### config.mk
export PLATFORM = sky130hd
export DESIGN_NAME = socks5_connect_request_parser_top_flat
export DESIGN_NICKNAME = d
export VERILOG_FILES = /design/src/s5cr_pkg.sv /design/src/s5cr_req_if.sv /design/src/s5cr_res_if.sv /design/src/socks5_connect_request_parser_top.sv /design/src/flat_wrapper.sv
export SDC_FILE = /design/constraint.sdc
export NUM_CORES = 1
export LEC_CHECK = 0
export ABC_AREA = 1
export BUFFER_PORTS_ARGS = -buffer_cell sky130_fd_sc_hd__buf_2
export CAP_MARGIN = 20
export CORE_ASPECT_RATIO = 1.25
export CORE_UTILIZATION = 40
export CTS_CLUSTER_DIAMETER = 120
export DETAILED_ROUTE_END_ITERATION = 8
export SLEW_MARGIN = 20
export SYNTH_ARGS = -nofsm -noshare
export SYNTH_HDL_FRONTEND = slang
export SYNTH_SLANG_ARGS = --single-unit
export TNS_END_PERCENT = 30
### constraint.sdc
create_clock -name clk -period 12.8 [get_ports clk]
set_clock_uncertainty 0.15 [all_clocks]
set_input_delay 2.56 -clock clk [delete_from_list [all_inputs] [get_ports clk]]
set_output_delay 2.56 -clock clk [all_outputs]
set_load 0.1 [all_outputs]
### src/s5cr_pkg.sv
// ----------------------------------------------------------------------------
// s5cr_pkg: shared types and constants of the SOCKS5 CONNECT request parser
// Holds the request field codes, the verdict status codes and the result type.
// ----------------------------------------------------------------------------
package s5cr_pkg;

  localparam logic [7:0] SOCKS_VERSION = 8'h05;
  localparam logic [7:0] CMD_CONNECT   = 8'h01;
  localparam logic [7:0] ATYP_IPV4     = 8'h01;
  localparam logic [7:0] ATYP_DOMAIN   = 8'h03;

  // Fixed request layout: header, four address bytes and two port bytes.
  localparam logic [8:0] IPV4_REQUEST_BYTES = 9'd10;
  localparam logic [8:0] IPV4_LAST_INDEX    = IPV4_REQUEST_BYTES - 9'd1;
  localparam logic [8:0] HOST_CAPACITY_RESET = 9'd256;

  typedef enum logic [2:0] {
    ST_OK            = 3'd0,
    ST_NEED_MORE     = 3'd1,
    ST_MALFORMED     = 3'd2,
    ST_BAD_COMMAND   = 3'd3,
    ST_BAD_ADDR_TYPE = 3'd4
  } status_t;

  typedef struct packed {
    logic        is_final;
    logic [7:0]  host_byte;
    status_t     status;
    logic        address_kind;
    logic [31:0] ipv4_address;
    logic [15:0] port;
    logic [7:0]  domain_length;
    logic [8:0]  consumed;
  } result_t;

endpackage

### src/s5cr_req_if.sv
// ----------------------------------------------------------------------------
// s5cr_req_if: request byte channel
// Carries one raw request byte per item with its end-of-buffer mark.
// ----------------------------------------------------------------------------
interface s5cr_req_if;
  logic       valid;
  logic       ready;
  logic [7:0] data_byte;
  logic       end_of_buffer;

  modport source (output valid, output data_byte, output end_of_buffer, input ready);
  modport sink (input valid, input data_byte, input end_of_buffer, output ready);
endinterface

### src/s5cr_res_if.sv
// ----------------------------------------------------------------------------
// s5cr_res_if: parser result channel
// Carries host-byte items and final verdict items of the request parser.
// ----------------------------------------------------------------------------
interface s5cr_res_if;
  logic        valid;
  logic        ready;
  logic        is_final;
  logic [7:0]  host_byte;
  logic [2:0]  status;
  logic        address_kind;
  logic [31:0] ipv4_address;
  logic [15:0] port;
  logic [7:0]  domain_length;
  logic [8:0]  consumed;

  modport source (
    output valid, output is_final, output host_byte, output status,
    output address_kind, output ipv4_address, output port,
    output domain_length, output consumed, input ready
  );
  modport sink (
    input valid, input is_final, input host_byte, input status,
    input address_kind, input ipv4_address, input port,
    input domain_length, input consumed, output ready
  );
endinterface

### src/socks5_connect_request_parser_top.sv
// ----------------------------------------------------------------------------
// socks5_connect_request_parser_top: SOCKS5 CONNECT request parser
// Parses request bytes one at a time, streams domain characters and closes
// each request with a verdict item.
// ----------------------------------------------------------------------------
//
//  Channel   Dir  Modport  Contents
//  req       in   sink     data_byte, end_of_buffer
//  res       out  source   is_final, host_byte, status, address_kind,
//                          ipv4_address, port, domain_length, consumed
//  cfg       in   -        cfg_write, cfg_data (host_capacity, 9 bits)
//
// Every byte is decoded in the cycle it is accepted, and its result item, if
// it has one, is registered in the result register, or in the skid register
// while res stalls. One byte can be accepted in every cycle while req is
// ready. A two-entry output stage (result register plus skid register) keeps
// req ready while one result waits on a stalled res; req drops ready only
// while both entries are full. Reset (rst, synchronous, active high) clears
// the parse state, empties the output stage and sets host_capacity to 256.
//
module socks5_connect_request_parser_top
  import s5cr_pkg::*;
(
  input  logic       clk,
  input  logic       rst,
  s5cr_req_if.sink   req,
  s5cr_res_if.source res,
  input  logic       cfg_write,
  input  logic [8:0] cfg_data
);

  // Configuration register.
  logic [8:0] host_capacity;

  // Parse state of the current request.
  logic [8:0]  byte_index;
  logic [7:0]  saved_version;
  logic [7:0]  saved_command;
  logic        kind_reg;
  logic [7:0]  length_reg;
  logic [31:0] address_acc;
  logic [15:0] port_acc;
  logic        verdict_given;

  logic [8:0]  byte_index_next;
  logic [7:0]  saved_version_next;
  logic [7:0]  saved_command_next;
  logic        kind_reg_next;
  logic [7:0]  length_reg_next;
  logic [31:0] address_acc_next;
  logic [15:0] port_acc_next;
  logic        verdict_given_next;

  // Output stage: result register and skid register.
  result_t out_item;
  logic    out_valid;
  result_t skid_item;
  logic    skid_valid;

  logic    accept;
  logic    push;
  logic    pop;
  result_t new_item;

  // Decode of the current byte.
  logic       fin;
  logic       host;
  result_t    fin_item;
  logic [8:0] host_last_index;
  logic [8:0] domain_last_index;
  logic [15:0] port_shifted;

  assign req.ready = !skid_valid;
  assign accept    = req.valid && req.ready;
  assign pop       = out_valid && res.ready;

  assign host_last_index   = {1'b0, length_reg} + 9'd4;
  assign domain_last_index = {1'b0, length_reg} + 9'd6;
  assign port_shifted      = {port_acc[7:0], req.data_byte};

  always_comb begin
    saved_version_next = saved_version;
    saved_command_next = saved_command;
    kind_reg_next      = kind_reg;
    length_reg_next    = length_reg;
    address_acc_next   = address_acc;
    port_acc_next      = port_acc;
    fin                = 1'b0;
    host               = 1'b0;
    fin_item           = '0;
    fin_item.is_final  = 1'b1;
    fin_item.status    = ST_OK;

    if (byte_index == 9'd0) begin
      saved_version_next = req.data_byte;
    end else if (byte_index == 9'd1) begin
      saved_command_next = req.data_byte;
    end else if (byte_index == 9'd3) begin
      // Version, then command, then address type decide the verdict.
      priority if (saved_version != SOCKS_VERSION) begin
        fin             = 1'b1;
        fin_item.status = ST_MALFORMED;
      end else if (saved_command != CMD_CONNECT) begin
        fin             = 1'b1;
        fin_item.status = ST_BAD_COMMAND;
      end else if (req.data_byte == ATYP_IPV4) begin
        kind_reg_next = 1'b0;
      end else if (req.data_byte == ATYP_DOMAIN) begin
        kind_reg_next = 1'b1;
      end else begin
        fin             = 1'b1;
        fin_item.status = ST_BAD_ADDR_TYPE;
      end
    end else if (byte_index >= 9'd4) begin
      if (!kind_reg) begin
        if (byte_index <= 9'd7) begin
          address_acc_next = {address_acc[23:0], req.data_byte};
        end else begin
          port_acc_next = port_shifted;
        end
        if (byte_index == IPV4_LAST_INDEX) begin
          fin                   = 1'b1;
          fin_item.ipv4_address = address_acc;
          fin_item.port         = port_shifted;
          fin_item.consumed     = IPV4_REQUEST_BYTES;
        end
      end else begin
        if (byte_index == 9'd4) begin
          length_reg_next = req.data_byte;
        end else if (byte_index <= host_last_index) begin
          host = 1'b1;
        end else begin
          port_acc_next = port_shifted;
        end
        // The length byte itself can never close the request.
        if (byte_index != 9'd4 && byte_index == domain_last_index) begin
          fin = 1'b1;
          if ({1'b0, length_reg} >= host_capacity) begin
            fin_item.status = ST_MALFORMED;
          end else begin
            fin_item.address_kind  = 1'b1;
            fin_item.port          = port_shifted;
            fin_item.domain_length = length_reg;
            fin_item.consumed      = {1'b0, length_reg} + 9'd7;
          end
        end
      end
    end
  end

  always_comb begin
    new_item = '0;
    push     = 1'b0;
    if (accept && !verdict_given) begin
      priority if (fin) begin
        new_item = fin_item;
        push     = 1'b1;
      end else if (req.end_of_buffer) begin
        new_item.is_final = 1'b1;
        new_item.status   = ST_NEED_MORE;
        push              = 1'b1;
      end else if (host) begin
        new_item.host_byte = req.data_byte;
        push               = 1'b1;
      end else begin
        // Header, address, length and port bytes in mid-request give no item.
        push = 1'b0;
      end
    end
  end

  always_comb begin
    byte_index_next    = byte_index;
    verdict_given_next = verdict_given;
    if (!verdict_given && byte_index != 9'd511) begin
      byte_index_next = byte_index + 9'd1;
    end
    if (!verdict_given && fin) begin
      verdict_given_next = 1'b1;
    end
  end

  always_ff @(posedge clk) begin
    if (rst) begin
      host_capacity <= HOST_CAPACITY_RESET;
    end else if (cfg_write) begin
      host_capacity <= cfg_data;
    end
  end

  always_ff @(posedge clk) begin
    if (rst) begin
      byte_index    <= '0;
      saved_version <= '0;
      saved_command <= '0;
      kind_reg      <= 1'b0;
      length_reg    <= '0;
      address_acc   <= '0;
      port_acc      <= '0;
      verdict_given <= 1'b0;
    end else if (accept) begin
      if (req.end_of_buffer) begin
        // The end of a buffer always starts a fresh request.
        byte_index    <= '0;
        saved_version <= '0;
        saved_command <= '0;
        kind_reg      <= 1'b0;
        length_reg    <= '0;
        address_acc   <= '0;
        port_acc      <= '0;
        verdict_given <= 1'b0;
      end else if (!verdict_given) begin
        byte_index    <= byte_index_next;
        saved_version <= saved_version_next;
        saved_command <= saved_command_next;
        kind_reg      <= kind_reg_next;
        length_reg    <= length_reg_next;
        address_acc   <= address_acc_next;
        port_acc      <= port_acc_next;
        verdict_given <= verdict_given_next;
      end
    end
  end

  // Output stage. The skid register fills only when a new item arrives while
  // the result register is full and not being taken.
  always_ff @(posedge clk) begin
    if (rst) begin
      out_valid  <= 1'b0;
      skid_valid <= 1'b0;
    end else if (skid_valid) begin
      if (pop) begin
        out_item   <= skid_item;
        skid_valid <= 1'b0;
      end
    end else if (push) begin
      if (out_valid && !pop) begin
        skid_item  <= new_item;
        skid_valid <= 1'b1;
      end else begin
        out_item  <= new_item;
        out_valid <= 1'b1;
      end
    end else if (pop) begin
      out_valid <= 1'b0;
    end
  end

  assign res.valid         = out_valid;
  assign res.is_final      = out_item.is_final;
  assign res.host_byte     = out_item.host_byte;
  assign res.status        = out_item.status;
  assign res.address_kind  = out_item.address_kind;
  assign res.ipv4_address  = out_item.ipv4_address;
  assign res.port          = out_item.port;
  assign res.domain_length = out_item.domain_length;
  assign res.consumed      = out_item.consumed;

endmodule
### src/flat_wrapper.sv
// flat-port wrapper written by rule: the top's interface ports become plain ports
module socks5_connect_request_parser_top_flat import s5cr_pkg::*;
  (clk, rst, cfg_write, cfg_data, req_valid, req_data_byte, req_end_of_buffer, req_ready, res_valid, res_is_final, res_host_byte, res_status, res_address_kind, res_ipv4_address, res_port, res_domain_length, res_consumed, res_ready);
  s5cr_req_if req_i ();
  s5cr_res_if res_i ();
  input  logic clk;
  input  logic rst;
  input  logic cfg_write;
  input  logic [8:0] cfg_data;
  input wire logic [$bits(req_i.valid)-1:0] req_valid;
  input wire logic [$bits(req_i.data_byte)-1:0] req_data_byte;
  input wire logic [$bits(req_i.end_of_buffer)-1:0] req_end_of_buffer;
  output wire logic [$bits(req_i.ready)-1:0] req_ready;
  output wire logic [$bits(res_i.valid)-1:0] res_valid;
  output wire logic [$bits(res_i.is_final)-1:0] res_is_final;
  output wire logic [$bits(res_i.host_byte)-1:0] res_host_byte;
  output wire logic [$bits(res_i.status)-1:0] res_status;
  output wire logic [$bits(res_i.address_kind)-1:0] res_address_kind;
  output wire logic [$bits(res_i.ipv4_address)-1:0] res_ipv4_address;
  output wire logic [$bits(res_i.port)-1:0] res_port;
  output wire logic [$bits(res_i.domain_length)-1:0] res_domain_length;
  output wire logic [$bits(res_i.consumed)-1:0] res_consumed;
  input wire logic [$bits(res_i.ready)-1:0] res_ready;
  assign req_i.valid = req_valid;
  assign req_i.data_byte = req_data_byte;
  assign req_i.end_of_buffer = req_end_of_buffer;
  assign req_ready = req_i.ready;
  assign res_valid = res_i.valid;
  assign res_is_final = res_i.is_final;
  assign res_host_byte = res_i.host_byte;
  assign res_status = res_i.status;
  assign res_address_kind = res_i.address_kind;
  assign res_ipv4_address = res_i.ipv4_address;
  assign res_port = res_i.port;
  assign res_domain_length = res_i.domain_length;
  assign res_consumed = res_i.consumed;
  assign res_i.ready = res_ready;
  socks5_connect_request_parser_top u_core (.clk(clk), .rst(rst), .req(req_i), .res(res_i), .cfg_write(cfg_write), .cfg_data(cfg_data));
endmodule
==> run_results.csv <==
group,metric,value,unit
critical_path,critical_path_arrival,5100,ps
cts,path_clk_slew,60,ps
min_path,min-delay-path-class,"flip-flop to flip-flop",
route,antenna_left,0,
die,die_area,27800,um2
cts,tritoncts,"yes",
logic_synthesis,synth-seq-area-share,0.590,
pwr,max-vdd-ir-drop,0.0959,mV
grt,grt_pass1_wl,39200,um
placement,gp_routability_congestion,0.920,
placement,placed_area,11700,um2
critical_path,critPathCaptureType,"flip-flop",
status,status,"finished clean",
route,avgViaCountPerCell,4.96,
final_layout,regArea,6410,um2
pwr,p_per_area,142,nW/um2
pwr,p_int,1290,uW
final_layout,layout_commonest_cell,"nand2_1",
grt,grt_overflow,0,
pwr,swShare,0.268,
logic_synthesis,ys_warn_count,0,
cts,clk_latency,520,ps
pwr,switchingPower,471,uW
cts,ctsHoldBuffers,0,
pwr,clkPwrFrac,0.390,
pwr,p_seq_frac,0.495,
pwr,p_leak,0.00488,uW
sta,period_minus_slack,5100,ps
final_layout,mostFrequentLayoutCells,"222 x nand2_1, 156 x edfxtp_1, 143 x nor2_1",
logic_synthesis,ys_top_cells_by_area,"edfxtp_1 43%, dfxtp_1 16%, nand2_1 7.7%, nor2_1 4.9%, inv_1 4.6%",
run,maxCapViolations,0,
cts,cts_sinks,242,
logic_synthesis,synth_fp_nets,1209,
cts,root_buffer,"clkbuf_16",
final_layout,final.fill_count,2607,
critical_path,required,12790,ps
route,first_pass_iters,5,
die,die_h,186,um
final_layout,drive_above_1_share,0.159,
cts,cts_resized,0,
final_layout,multi_input_area,3700,um2
logic_synthesis,syn_inst,1159,
route,wl,25000,um
sta,rsz0062_at_grt,"false",
cts,cts_buffer_depth,3,
logic_synthesis,synth.ff_latch_count,242,
sta,fin_crit_sh,0.399,
route,drt-initial-drc-count,443,
die,start_util,0.406,
final_layout,areaGrowthSynthToFinish,14.5,%
sta,setup_viol,0,
grt,grt_max_degree,79,
grt,first_global_vias,7455,
placement,port_buffers,102,
critical_path,critPathKind,"input port to flip-flop",
die,core_area,26700,um2
sta,maxSlewHeadroom,0.313,
die,io_pins,103,
route,num_vias,7999,
sta,worst_slew_pin_slew,1030,ps
grt,grt_usage,0.180,
grt,grt_antenna_before_repair,1,
final_layout,top_register,"u_core.skid_item",
final_layout,final_nets,1300,
die,die_w,149,um
final_layout,largest_reg_flops,78,
sta,final_hold_viol_count,0,
logic_synthesis,syn_avg_cell_area,9.37,um2
logic_synthesis,synth_area_leader_cell,"edfxtp_1",
die,rows,67,
pwr,combPwrFrac,0.115,
final_layout,fin_area,12400,um2
placement,dp.final_hpwl,17500,um
critical_path,critPathMaxFanout,51,
sta,slew_viol_final,0,
cts,htreeDepth,1,
cts,cts_setup_buffers,0,
logic_synthesis,yosysUniqueCellTypes,44,
sta,finalSetupTns,0,ps
cts,cts_buffers,25,
logic_synthesis,syn_area,10900,um2
logic_synthesis,netlist.area_leader.share,0.431,
sta,fmax,196,MHz
route,wl_per_cell,15.5,um
critical_path,startpoint_type,"input port",
route,route.detailed.drc,0,
final_layout,utilization,0.465,
## power by group through the flow
stage | clock network (uW) | registers [uW] | logic [uW]
4_1_cts | 706 | 873 | 203
5_1_grt | 734 | 876 | 221
3_5_place_dp | 0 | 890 | 202
3_3_place_gp | 0 | 889 | 200
2_1_floorplan | 0 | 948 | 96.2
6_report | 687 | 873 | 202
## path summary, 6_finish.rpt
| kind | startpoint | endpoint | slack (ps) | cells after the start |
|---|---|---|---|---|
| worst max-delay path | req_end_of_buffer | u_core.skid_item[25] | 7700 | 8 |
| worst max register to register | u_core.length_reg[3] | u_core.skid_item[25] | 8100 | 16 |
| worst min register to register | u_core.saved_version[5] | u_core.saved_version[5] | 320 | 2 |
| worst min-delay path | u_core.saved_version[5] | u_core.saved_version[5] | 320 | 2 |
## synthesized netlist by cell type, drive strengths merged
master	n
nand2	231
nor2	159
edfxtp	156
inv	143
a21oi	96
o21ai	95
dfxtp	86
nand3	36
clkbuf	29
ha	27
a211oi	23
buf	16
o31ai	12
nor3	11
nand4	7
nor4	6
xor2	5
o21a	4
xnor2	3
clkinv	2
nand3b	2
a21boi	1
a21o	1
a22oi	1
a31oi	1
and2	1
nor3b	1
o2111ai	1
o211a	1
o211ai	1
or2	1
## routing by layer
metal / wire length, um / GRT usage
met1: 10500 / 0.218
met2: 12600 / 0.323
met3: 1130 / 0.0249
met4: 829 / 0.0690
met5: 0 / 0
## worst max-delay path, cell delays in order
cell and delay, ps:
buf_2 250, inv_1 510, nand2_1 300, nand2_2 130, nand2_1 80, nand2_1 70
inv_2 450, buf_4 660
## stage by stage
stage / hold WS (ps) / worst slack (ps) / total power, uW / instances
2_1_floorplan: 284 / 7250 / 1040 / 1159
3_3_place_gp: 300 / 7250 / 1090 / 1568
3_5_place_dp: 308 / 7190 / 1090 / 1568
4_1_cts: 317 / 7730 / 1780 / 1613
5_1_grt: 343 / 7500 / 1830 / 1613
6_report: 317 / 7700 / 1760 / 1614
## kinds of logic (layout without fill, tap and decap cells)
logic type,count (synthesis),after routing,share of synthesized area
flops,242,242,0.590
fa+ha+maj,27,27,0.0311
buf+inv,190,299,0.0697
compound gates,237,237,0.125
simple gates,455,455,0.178
xor+xnor,8,8,0.00645
other cells,0,1,0
## area by class of cell
type,count,area share
diodes,1,0.000201
clock buffers,37,0.0582
clock inverters,8,0.00443
inverters,145,0.0440
multi-input cells,727,0.298
flip-flops and latches,242,0.515
well taps,345,0.0347
repair buffers,109,0.0453
Power figures use the tool's default switching activity.
